**src/hw/rtl/packet_protocol_statistics_defines.svh**
```systemverilog
// Assertion macros shared by the packet protocol statistics RTL.
`ifndef PACKET_PROTOCOL_STATISTICS_DEFINES_SVH
`define PACKET_PROTOCOL_STATISTICS_DEFINES_SVH

// Same-cycle implication, checked out of reset.
`define PPS_ASSERT_NOW(label, clk, rst_n, ante, cons) \
  label: assert property (@(posedge clk) disable iff (!(rst_n)) (ante) |-> (cons)) \
    else $error("pps: same-cycle check failed");

// Next-cycle implication, checked out of reset.
`define PPS_ASSERT_NEXT(label, clk, rst_n, ante, cons) \
  label: assert property (@(posedge clk) disable iff (!(rst_n)) (ante) |=> (cons)) \
    else $error("pps: next-cycle check failed");

`endif

```
**src/hw/rtl/pps_pkg.sv**
```systemverilog
// Types, constants and the port classifier for the packet protocol statistics block.
package pps_pkg;

  localparam int unsigned TagWidth     = 16;
  localparam int unsigned LenWidth     = 16;
  localparam int unsigned PortWidth    = 16;
  localparam int unsigned IndexWidth   = 6;
  localparam int unsigned ValueWidth   = 48;
  localparam int unsigned NumCounters  = 31;
  localparam int unsigned NumSums      = 3;
  localparam int unsigned GroupSize    = 12;
  localparam int unsigned CntSelWidth  = $clog2(NumCounters);
  localparam int unsigned SumSelWidth  = $clog2(NumSums);
  localparam int unsigned GrpSelWidth  = $clog2(GroupSize);

  // Packet counter map.
  localparam int unsigned CTotal   = 0;
  localparam int unsigned CVlan    = 1;
  localparam int unsigned CQinq    = 2;
  localparam int unsigned CArp     = 3;
  localparam int unsigned CIpv4    = 4;
  localparam int unsigned CIpv6    = 5;
  localparam int unsigned CL3Other = 6;
  localparam int unsigned V4Base   = 7;
  localparam int unsigned V6Base   = V4Base + GroupSize;

  // Offsets inside one IP group.
  localparam logic [GrpSelWidth-1:0] GTcp     = GrpSelWidth'(0);
  localparam logic [GrpSelWidth-1:0] GUdp     = GrpSelWidth'(1);
  localparam logic [GrpSelWidth-1:0] GIcmp    = GrpSelWidth'(2);
  localparam logic [GrpSelWidth-1:0] GL4Other = GrpSelWidth'(3);
  localparam logic [GrpSelWidth-1:0] GDns     = GrpSelWidth'(4);
  localparam logic [GrpSelWidth-1:0] GSmtp    = GrpSelWidth'(5);
  localparam logic [GrpSelWidth-1:0] GHttp    = GrpSelWidth'(6);
  localparam logic [GrpSelWidth-1:0] GPop3    = GrpSelWidth'(7);
  localparam logic [GrpSelWidth-1:0] GImap    = GrpSelWidth'(8);
  localparam logic [GrpSelWidth-1:0] GSmb     = GrpSelWidth'(9);
  localparam logic [GrpSelWidth-1:0] GFtp     = GrpSelWidth'(10);
  localparam logic [GrpSelWidth-1:0] GL7Other = GrpSelWidth'(11);

  // Byte sum map.
  localparam int unsigned SAll = 0;
  localparam int unsigned STcp = 1;
  localparam int unsigned SUdp = 2;

  // Flag bit positions.
  localparam int unsigned FfLen  = 0;
  localparam int unsigned FfEth  = 1;
  localparam int unsigned TfVlan = 0;
  localparam int unsigned TfQinq = 1;
  localparam int unsigned L3Arp  = 0;
  localparam int unsigned L3Ipv4 = 1;
  localparam int unsigned L3Ipv6 = 2;
  localparam int unsigned L4Tcp  = 0;
  localparam int unsigned L4Udp  = 1;
  localparam int unsigned L4Icmp4 = 2;
  localparam int unsigned L4Icmp6 = 3;

  // Well-known application ports.
  localparam logic [PortWidth-1:0] PortDns    = 16'd53;
  localparam logic [PortWidth-1:0] PortSmtp   = 16'd25;
  localparam logic [PortWidth-1:0] PortHttp   = 16'd80;
  localparam logic [PortWidth-1:0] PortHttpAl = 16'd8080;
  localparam logic [PortWidth-1:0] PortPop3   = 16'd110;
  localparam logic [PortWidth-1:0] PortImap   = 16'd143;
  localparam logic [PortWidth-1:0] PortNetb   = 16'd139;
  localparam logic [PortWidth-1:0] PortSmb    = 16'd445;
  localparam logic [PortWidth-1:0] PortFtpDat = 16'd20;
  localparam logic [PortWidth-1:0] PortFtpCtl = 16'd21;

  // Register reset values.
  localparam logic [TagWidth-1:0] Ipv4TagReset = 16'h0800;
  localparam logic [TagWidth-1:0] Ipv6TagReset = 16'h86DD;
  localparam logic [TagWidth-1:0] ArpTagReset  = 16'h0806;
  localparam logic [TagWidth-1:0] VlanTagReset = 16'h8100;

  typedef enum logic {
    CmdCount = 1'b0,
    CmdRead  = 1'b1
  } cmd_e;

  typedef enum logic [1:0] {
    RegIpv4Tag = 2'd0,
    RegIpv6Tag = 2'd1,
    RegArpTag  = 2'd2,
    RegVlanTag = 2'd3
  } cfg_reg_e;

  typedef struct packed {
    logic [TagWidth-1:0] ipv4_tag;
    logic [TagWidth-1:0] ipv6_tag;
    logic [TagWidth-1:0] arp_tag;
    logic [TagWidth-1:0] vlan_tag;
  } cfg_t;

  typedef struct packed {
    cmd_e                  cmd;
    logic [1:0]            frame_flags;
    logic [LenWidth-1:0]   pkt_len;
    logic [TagWidth-1:0]   ethertype;
    logic [1:0]            tag_flags;
    logic [TagWidth-1:0]   vlan_inner_type;
    logic [TagWidth-1:0]   qinq_inner_type;
    logic [2:0]            l3_flags;
    logic [3:0]            l4_flags;
    logic [PortWidth-1:0]  src_port;
    logic [PortWidth-1:0]  dst_port;
    logic [IndexWidth-1:0] counter_index;
  } item_t;

  typedef struct packed {
    logic [NumCounters-1:0] bump;
    logic [NumSums-1:0]     add;
    logic [TagWidth-1:0]    tag;
  } upd_t;

  function automatic logic [GrpSelWidth-1:0] port_class(input logic [PortWidth-1:0] s,
                                                        input logic [PortWidth-1:0] d);
    logic [GrpSelWidth-1:0] cls;
    if (s == PortDns || d == PortDns) begin
      cls = GDns;
    end else if (d == PortSmtp) begin
      cls = GSmtp;
    end else if (s == PortHttp || d == PortHttp || s == PortHttpAl || d == PortHttpAl) begin
      cls = GHttp;
    end else if (d == PortPop3) begin
      cls = GPop3;
    end else if (s == PortImap || d == PortImap) begin
      cls = GImap;
    end else if (s == PortNetb || d == PortNetb || s == PortSmb || d == PortSmb) begin
      cls = GSmb;
    end else if (s == PortFtpDat || d == PortFtpDat || s == PortFtpCtl || d == PortFtpCtl) begin
      cls = GFtp;
    end else begin
      cls = GL7Other;
    end
    return cls;
  endfunction

endpackage

```
**src/hw/rtl/pps_classify.sv**
```systemverilog
// Classifier: decides which counters and byte sums one packet word updates.
module pps_classify (
  input  pps_pkg::item_t                 item_i,
  input  logic [pps_pkg::TagWidth-1:0]   tag_i,
  input  pps_pkg::cfg_t                  cfg_i,
  output pps_pkg::upd_t                  upd_o
);
  import pps_pkg::*;

  logic [TagWidth-1:0]  tag_eth;
  logic [TagWidth-1:0]  tag_fin;
  logic                 is_v4;
  logic                 is_v6;
  logic                 has_tcp;
  logic                 has_udp;
  logic [GroupSize-1:0] grp;
  logic [GrpSelWidth-1:0] pcls;

  assign tag_eth = item_i.frame_flags[FfEth] ? item_i.ethertype : tag_i;
  assign has_tcp = item_i.l4_flags[L4Tcp];
  assign has_udp = item_i.l4_flags[L4Udp];
  assign pcls    = port_class(item_i.src_port, item_i.dst_port);

  always_comb begin
    upd_o = '0;
    grp   = '0;
    tag_fin = tag_eth;

    upd_o.bump[CTotal] = item_i.frame_flags[FfEth];

    // A later QinQ header overrides the VLAN inner type.
    if (tag_eth == cfg_i.vlan_tag) begin
      if (item_i.tag_flags[TfVlan]) begin
        upd_o.bump[CVlan] = 1'b1;
        tag_fin = item_i.vlan_inner_type;
      end
      if (item_i.tag_flags[TfQinq]) begin
        upd_o.bump[CQinq] = 1'b1;
        tag_fin = item_i.qinq_inner_type;
      end
    end

    is_v4 = (tag_fin == cfg_i.ipv4_tag);
    is_v6 = !is_v4 && (tag_fin == cfg_i.ipv6_tag);

    if (is_v4 && item_i.l3_flags[L3Ipv4]) begin
      upd_o.bump[CIpv4] = 1'b1;
    end else if (tag_fin == cfg_i.ipv6_tag && item_i.l3_flags[L3Ipv6]) begin
      upd_o.bump[CIpv6] = 1'b1;
    end else if (tag_fin == cfg_i.arp_tag && item_i.l3_flags[L3Arp]) begin
      upd_o.bump[CArp] = 1'b1;
    end else begin
      upd_o.bump[CL3Other] = 1'b1;
    end

    if (has_tcp) begin
      grp[GTcp] = 1'b1;
      grp[pcls] = 1'b1;
    end else if (has_udp) begin
      grp[GUdp] = 1'b1;
      grp[pcls] = 1'b1;
    end else if (item_i.l4_flags[L4Icmp4] || item_i.l4_flags[L4Icmp6]) begin
      grp[GIcmp] = 1'b1;
    end else begin
      grp[GL4Other] = 1'b1;
    end

    if (is_v4) begin
      upd_o.bump[V4Base +: GroupSize] = grp;
    end else if (is_v6) begin
      upd_o.bump[V6Base +: GroupSize] = grp;
    end

    upd_o.add[SAll] = item_i.frame_flags[FfLen];
    upd_o.add[STcp] = item_i.frame_flags[FfLen] && has_tcp;
    upd_o.add[SUdp] = item_i.frame_flags[FfLen] && !has_tcp && has_udp;

    upd_o.tag = tag_fin;
  end

endmodule

```
**src/hw/rtl/packet_protocol_statistics.sv**
```systemverilog
// Top level of the packet protocol statistics block: word register, counters, read port.
// Order: a read word is registered in the input word register at acceptance and its
// result then goes into the output register; count words update the counters from there.
// Throughput: one word per cycle; only a read word waiting on a stalled output holds input.
// Reset clears all counters, the protocol tag and the valid flags, and loads the four
// ethertype registers with their default codes.
module packet_protocol_statistics #(
  parameter int unsigned COUNT_WIDTH = 32,
  parameter int unsigned SUM_WIDTH   = 48
) (
  input  logic                                clk_i,
  input  logic                                rst_ni,
  // Configuration write channel.
  input  logic                                cfg_valid_i,
  output logic                                cfg_ready_o,
  input  logic [1:0]                          cfg_index_i,
  input  logic [pps_pkg::TagWidth-1:0]        cfg_data_i,
  // Input word channel.
  input  logic                                in_valid_i,
  output logic                                in_stall_o,
  input  logic                                cmd_i,
  input  logic [1:0]                          frame_flags_i,
  input  logic [pps_pkg::LenWidth-1:0]        pkt_len_i,
  input  logic [pps_pkg::TagWidth-1:0]        ethertype_i,
  input  logic [1:0]                          tag_flags_i,
  input  logic [pps_pkg::TagWidth-1:0]        vlan_inner_type_i,
  input  logic [pps_pkg::TagWidth-1:0]        qinq_inner_type_i,
  input  logic [2:0]                          l3_flags_i,
  input  logic [3:0]                          l4_flags_i,
  input  logic [pps_pkg::PortWidth-1:0]       src_port_i,
  input  logic [pps_pkg::PortWidth-1:0]       dst_port_i,
  input  logic [pps_pkg::IndexWidth-1:0]      counter_index_i,
  // Result word channel.
  output logic                                out_valid_o,
  input  logic                                out_stall_i,
  output logic [pps_pkg::ValueWidth-1:0]      counter_value_o
);
  import pps_pkg::*;

  `include "packet_protocol_statistics_defines.svh"

  // The configuration registers are plain flops and take a write in any cycle.
  cfg_t cfg_q;

  assign cfg_ready_o = 1'b1;

  always_ff @(posedge clk_i or negedge rst_ni) begin
    if (!rst_ni) begin
      cfg_q.ipv4_tag <= Ipv4TagReset;
      cfg_q.ipv6_tag <= Ipv6TagReset;
      cfg_q.arp_tag  <= ArpTagReset;
      cfg_q.vlan_tag <= VlanTagReset;
    end else if (cfg_valid_i && cfg_ready_o) begin
      case (cfg_reg_e'(cfg_index_i))
        RegIpv4Tag: cfg_q.ipv4_tag <= cfg_data_i;
        RegIpv6Tag: cfg_q.ipv6_tag <= cfg_data_i;
        RegArpTag:  cfg_q.arp_tag  <= cfg_data_i;
        RegVlanTag: cfg_q.vlan_tag <= cfg_data_i;
        default: begin
        end
      endcase
    end
  end

  // Input word register. A count word always leaves it in the next cycle; a read
  // word leaves only when the output register is free or being emptied.
  item_t item_in;
  item_t s1_q;
  logic  s1_valid_q;
  logic  s1_adv;
  logic  s1_cnt_adv;
  logic  s1_rd_adv;

  assign item_in.cmd             = cmd_e'(cmd_i);
  assign item_in.frame_flags     = frame_flags_i;
  assign item_in.pkt_len         = pkt_len_i;
  assign item_in.ethertype       = ethertype_i;
  assign item_in.tag_flags       = tag_flags_i;
  assign item_in.vlan_inner_type = vlan_inner_type_i;
  assign item_in.qinq_inner_type = qinq_inner_type_i;
  assign item_in.l3_flags        = l3_flags_i;
  assign item_in.l4_flags        = l4_flags_i;
  assign item_in.src_port        = src_port_i;
  assign item_in.dst_port        = dst_port_i;
  assign item_in.counter_index   = counter_index_i;

  logic out_valid_q;

  assign in_stall_o = s1_valid_q && (s1_q.cmd == CmdRead) && out_valid_q && out_stall_i;
  assign s1_adv     = s1_valid_q && !in_stall_o;
  assign s1_cnt_adv = s1_adv && (s1_q.cmd == CmdCount);
  assign s1_rd_adv  = s1_adv && (s1_q.cmd == CmdRead);

  always_ff @(posedge clk_i or negedge rst_ni) begin
    if (!rst_ni) begin
      s1_valid_q <= 1'b0;
    end else if (!in_stall_o) begin
      s1_valid_q <= in_valid_i;
    end
  end

  always_ff @(posedge clk_i) begin
    if (!in_stall_o && in_valid_i) begin
      s1_q <= item_in;
    end
  end

  // Classification of the registered word against the running protocol tag.
  logic [TagWidth-1:0] tag_q;
  upd_t                upd;

  pps_classify u_classify (
    .item_i (s1_q),
    .tag_i  (tag_q),
    .cfg_i  (cfg_q),
    .upd_o  (upd)
  );

  // The tag carries over to the next word when no Ethernet header refreshes it.
  always_ff @(posedge clk_i or negedge rst_ni) begin
    if (!rst_ni) begin
      tag_q <= '0;
    end else if (s1_cnt_adv) begin
      tag_q <= upd.tag;
    end
  end

  // Packet counters and byte sums, each with its own incrementer; they wrap.
  logic [COUNT_WIDTH-1:0] cnt_q [NumCounters];
  logic [SUM_WIDTH-1:0]   sum_q [NumSums];

  for (genvar gi = 0; gi < NumCounters; gi++) begin : g_cnt
    always_ff @(posedge clk_i or negedge rst_ni) begin
      if (!rst_ni) begin
        cnt_q[gi] <= '0;
      end else if (s1_cnt_adv && upd.bump[gi]) begin
        cnt_q[gi] <= cnt_q[gi] + COUNT_WIDTH'(1);
      end
    end
  end

  for (genvar gs = 0; gs < NumSums; gs++) begin : g_sum
    always_ff @(posedge clk_i or negedge rst_ni) begin
      if (!rst_ni) begin
        sum_q[gs] <= '0;
      end else if (s1_cnt_adv && upd.add[gs]) begin
        sum_q[gs] <= sum_q[gs] + SUM_WIDTH'(s1_q.pkt_len);
      end
    end
  end

  // Read selection. Counters are widened to 64 bits and the low result bits are
  // given, so narrower counters read zero-extended and wider ones truncated.
  logic [63:0]            rd_wide;
  logic [CntSelWidth-1:0] cnt_sel;
  logic [SumSelWidth-1:0] sum_sel;

  assign cnt_sel = s1_q.counter_index[CntSelWidth-1:0];
  assign sum_sel = SumSelWidth'(s1_q.counter_index - IndexWidth'(NumCounters));

  always_comb begin
    if (s1_q.counter_index < IndexWidth'(NumCounters)) begin
      rd_wide = 64'(cnt_q[cnt_sel]);
    end else if (s1_q.counter_index < IndexWidth'(NumCounters + NumSums)) begin
      rd_wide = 64'(sum_q[sum_sel]);
    end else begin
      rd_wide = '0;
    end
  end

  // Output register: filled by a read word, held while the receiver stalls.
  logic [ValueWidth-1:0] value_q;

  always_ff @(posedge clk_i or negedge rst_ni) begin
    if (!rst_ni) begin
      out_valid_q <= 1'b0;
    end else if (s1_rd_adv) begin
      out_valid_q <= 1'b1;
    end else if (!out_stall_i) begin
      out_valid_q <= 1'b0;
    end
  end

  always_ff @(posedge clk_i) begin
    if (s1_rd_adv) begin
      value_q <= rd_wide[ValueWidth-1:0];
    end
  end

  assign out_valid_o     = out_valid_q;
  assign counter_value_o = value_q;

  // Only a read word blocked by a full, stalled output register may hold the input.
  `PPS_ASSERT_NOW(a_stall_only_on_read, clk_i, rst_ni, in_stall_o,
                  s1_valid_q && s1_q.cmd == CmdRead && out_valid_q)
  // A read word leaving the input register always produces a result word.
  `PPS_ASSERT_NEXT(a_read_gives_result, clk_i, rst_ni, s1_rd_adv, out_valid_q)
  // Every count word lands in exactly one layer 3 class.
  `PPS_ASSERT_NOW(a_one_l3_class, clk_i, rst_ni, s1_cnt_adv,
                  $countones(upd.bump[CL3Other:CArp]) == 1)

endmodule
```
**config.mk**
```make
export PLATFORM = sky130hd
export DESIGN_NAME = packet_protocol_statistics
export DESIGN_NICKNAME = d
export VERILOG_FILES = /design/src/hw/rtl/pps_pkg.sv /design/src/hw/rtl/pps_classify.sv /design/src/hw/rtl/packet_protocol_statistics.sv
export VERILOG_INCLUDE_DIRS = /design/src /design/src/hw/rtl
export SDC_FILE = /design/constraint.sdc
export NUM_CORES = 2
export LEC_CHECK = 0
export BUFFER_PORTS_ARGS = -buffer_cell sky130_fd_sc_hd__buf_2
export CAP_MARGIN = 20
export CORE_MARGIN = 4
export CORE_UTILIZATION = 46
export DETAILED_ROUTE_END_ITERATION = 12
export SETUP_SLACK_MARGIN = 0.05
export SLEW_MARGIN = 5
export SYNTH_ARGS = -nofsm -noshare
export SYNTH_HDL_FRONTEND = slang
export SYNTH_SLANG_ARGS = --single-unit
```
**constraint.sdc**
```tcl
create_clock -name clk_i -period 4.6 [get_ports clk_i]
set_clock_uncertainty 0.05 [all_clocks]
set_input_delay 0.69 -clock clk_i [delete_from_list [all_inputs] [get_ports clk_i]]
set_output_delay 0.69 -clock clk_i [all_outputs]
set_load 0.1 [all_outputs]
```
==> metrics.md <==
| Metric | Value |
|---|---|
| P_sw | 7.89 mW |
| Post-synth EDFFs | approximately 160 |
| Cell Area, Placed | 0.0758 mm^2 |
| PwrDens | 361 mW/mm^2 |
| Die ar. | 0.160 mm^2 |
| First-pass GRT wire length | approximately 310 mm |
| FILL cells | 13.0k |
| Layout cell share with drive strength beyond 1 | 18.1% |
| Fin nets | around 6.8k |
| Fmax | 0.228 GHz |
| DR iter-0 viols | roughly 4.4k |
| Worst Tran Pin Value | 1.11 ns |
| Hold WS | 0.0487 ns |
| Sequential Area | 0.0354 mm^2 |
| Net Sw Frac | 26.6% |
| Clock power share | 42.5% |
| #FFs+latches synth | 1,380 |
| Period utilization | around 95% |
| HP Class | in -> reg |
| Critical-path top delay cell | edfxtp_1 |
| Die Ht | about 400 um |
| Syn Inst Count | 6,121 |
| Fin. Hold Viols | 0 |
| Worst path bufs/invs | 6 |
| Clock latency on the worst-skew pair | 0.81 ns |
| HPWL after detailed placement | 149 mm |
| Multi-input gate area | between 0.03 and 0.04 mm^2 |
| Critical Path AT | 5.04 ns |
| Crit-path max cell delay | ~0.37 ns |
| RSZ-0062 raised after global routing | true |
| Sequential Power Share | 45.0% |
| Vias per cell | 5.78 |
| Sequential area share after synthesis | 49.9% |
| CTS H-tree depth | 4 |
| Syn nets | 6,341 |
| Crit-path leading delay family | simple AND/OR/NAND/NOR gates |
| Syn Area/Cell | between 10 and 15 um^2 |
| Max Slew Vio Count | 0 |
| Vias in the first global route | 50.6k |
| Largest net degree at the start of global routing | between 100 and 150 |
| Grt total ovfl | 0 |
| Width of the chip | 400 um |
| Clock buffer count from CTS | 155 |
| DRC violations left | 0 |
| Unique cell type count in the Yosys netlist | between 70 and 80 |
| LEAKAGE | 36.3 nW |
| Final wirelength | between 200 and 250 mm |
| WL/cell | 23.3 um |
| Vias | 50.4k |
| Initial antenna violation count | 10 |
| FFs w/ async S/R, synth | about nine tenths |
| Post-route cell area | about 0.082 mm^2 |
| Max-cap violations | 0 |
| Critical path's most frequent cell | buf_4 |
| Startpoint types | flop |
| Area growth, synth to finish | 16.0% |
| Gp weighted congestion | 0.901 |
| Slew Limit Headroom | 25.7% |
| CP Max Fanout | 30 |
| Setup_tns | 0 ns |
| Clock transition at path regs | 0.06 ns |
| Syn Std Cell Area | 0.0709 mm^2 |
| Starting Density | 46.5% |
| Minimum clock period | 4.38 ns |
| Worst-path cell chain | buf_12 > mux2i_1 > xnor2_1 > nor4_1 > nand4_1 > buf_12 > mux2i_2 > xor2_1 > nor3_1 > and4b_1 > nand2_2 > buf_4 > buf_4 > nand4_1 > buf_4 > buf_4 > nor3_1 > xor2_1 |
| CTS root buffer | clkbuf_16 |
| First-pass iteration count of the detailed router | 6 |
| TritonCTS clock tree | done |
| Cell Rows | 143 |
| Endpoint type of the worst setup path | flop |
| Yosys Warn Count | 0 |
| Status | complete, no violations |
| Design internal power | 21.8 mW |
| Final Util | 53.9% |
| Crit path kind | reg -> reg |
| Clk buf depth | 3 |
| Core area | roughly 0.15 mm^2 |
| Combinational power share | about an eighth |
| Gr usage total | 25.2% |
| Ys flop type | dfrtp_1 |
| Input/output buffers | 186 |
| # setup viols final | 0 |
| IR Drop Worst-Case VDD | 408 uV |
| I/O pins | 188 |
| Critical Path RT | 5.27 ns |
| Final ANT Viol Nets | 0 |
| CTS Sinks | approximately 1.4k |
[cell usage after synthesis, types with 9 or more instances]
| cell | instances | area (um^2) |
|---|---|---|
| and4_1 | 72 | 631 |
| dfrtp_1 | 1203 | 30100 |
| nor2b_1 | 22 | 138 |
| inv_1 | 124 | 465 |
| a22oi_1 | 49 | 368 |
| mux2i_1 | 74 | 741 |
| mux2i_2 | 12 | 165 |
| nand2b_1 | 15 | 93.8 |
| nor4_1 | 77 | 482 |
| and3_1 | 237 | 1480 |
| mux4_2 | 288 | 6490 |
| xnor2_1 | 761 | 6670 |
| dfstp_2 | 15 | 394 |
| a21oi_1 | 46 | 230 |
| o21bai_1 | 9 | 67.6 |
| nor3_1 | 178 | 891 |
| o22ai_1 | 34 | 213 |
| nand2_1 | 610 | 2290 |
| mux2_2 | 147 | 1660 |
| buf_2 | 22 | 110 |
| nand4_1 | 246 | 1540 |
| o211a_1 | 10 | 100 |
| or3_1 | 10 | 62.6 |
| and2_1 | 54 | 338 |
| or4_1 | 12 | 90.1 |
| nor2_1 | 301 | 1130 |
| edfxtp_1 | 162 | 4860 |
| a21o_1 | 17 | 128 |
| clkbuf_1 | 180 | 676 |
| buf_1 | 44 | 165 |
| nand3_1 | 381 | 1910 |
| o21ai_0 | 105 | 526 |
| ha_1 | 80 | 1000 |
| xor2_1 | 403 | 3530 |
[kinds of logic after synthesis]
| family | count (synthesis) | share of synthesized area [%] |
|---|---|---|
| AOI/OAI and AO/OA | 329 | 2.99 |
| muxes | 524 | 12.9 |
| buffers and inverters | 377 | 2.09 |
| adders and majority gates | 83 | 1.50 |
| other | 1 | 0.00529 |
| DFF | 1380 | 49.9 |
| xor gates and xnor gates | 1164 | 14.4 |
| and+or+nand+nor | 2263 | 16.3 |
[repair_timing]
action | 4_1_cts | 5_1_grt
pin swaps | 0 | 4
gates cloned | 0 | 1
gates resized for setup | 1 | 21
setup endpoints to repair | 143 | 313
buffers inserted | 1 | 3
hold endpoints to repair | 198 | 0
hold buffers | 104 | 0
[flip-flops by register name, summed over array words and instances (netlist names)]
name             flops
s1_valid_q           1
sum_q              144
cnt_q              992
counter_value_o     48
cnt_sel              5
out_valid_o          1
cfg_q               64
tag_q               16
s1_q               109
[layer usage]
layer,global-route usage (%),up-vias,wire length [um]
met3,5.26,332,15100
met1,36.0,25666,89900
met4,8.82,0,7480
li1,-,22842,-
met5,0,-,0
met2,38.4,1587,91100
[stage by stage]
step | cells | power [mW] | setup slack (ns)
CTS | 8714 | 29.9 | 0.0941
global route | 8719 | 30.8 | -0.0903
global placement | 8324 | 17.1 | -0.0422
detailed placement | 8324 | 17.1 | -0.106
floorplan | 6121 | 15.9 | 0.350
finish | 8721 | 29.6 | 0.222
[power groups by stage]
stage          combinational, mW  sequential (mW)  clock, mW
2_1_floorplan               2.34             13.6          0
3_3_place_gp                3.52             13.5          0
3_5_place_dp                3.60             13.5          0
4_1_cts                     3.69             13.3       12.9
5_1_grt                     4.08             13.4       13.4
6_report                    3.70             13.3       12.6
[layout by cell type (no fill, tap or decap), types with 147 or more instances in the layout]
| cell | count |
|---|---|
| buf_2 | 185 |
| dfrtp_1 | 1203 |
| clkbuf_16 | 159 |
| nor3_1 | 170 |
| nand4_1 | 246 |
| and3_1 | 237 |
| edfxtp_1 | 162 |
| mux2_2 | 147 |
| xnor2_1 | 761 |
| buf_4 | 196 |
| xor2_1 | 403 |
| nand3_1 | 381 |
| nand2_1 | 608 |
| mux4_2 | 288 |
| nor2_1 | 298 |
[cell type report]
type | instances | share of cell area, %
Sequential cell | 1380 | 43.0
Multi-Input combinational cell | 4364 | 41.6
Clock buffer | 235 | 5.65
Timing Repair Buffer | 535 | 5.40
Tap cell | 2030 | 3.09
Clock inverter | 50 | 0.635
Inverter | 125 | 0.575
Antenna cell | 2 | 0.00609
[path summary, 6_finish.rpt]
| kind | from | endpoint | slack [ns] | depth (start not counted) |
|---|---|---|---|---|
| max | s1_q[112] | cnt_q[30] | 0.22 | 18 |
| min | pkt_len_i[10] | s1_q[105] | 0.05 | 1 |
| max reg2reg | s1_q[112] | cnt_q[30] | 0.22 | 18 |
| min reg2reg | cnt_q[191] | cnt_q[191] | 0.41 | 1 |
| max in group asynchronous | rst_ni | cnt_q[184] | 2.56 | 3 |
| min in group asynchronous | rst_ni | cnt_q[982] | 0.54 | 2 |
(Power assumes the default switching activity.)
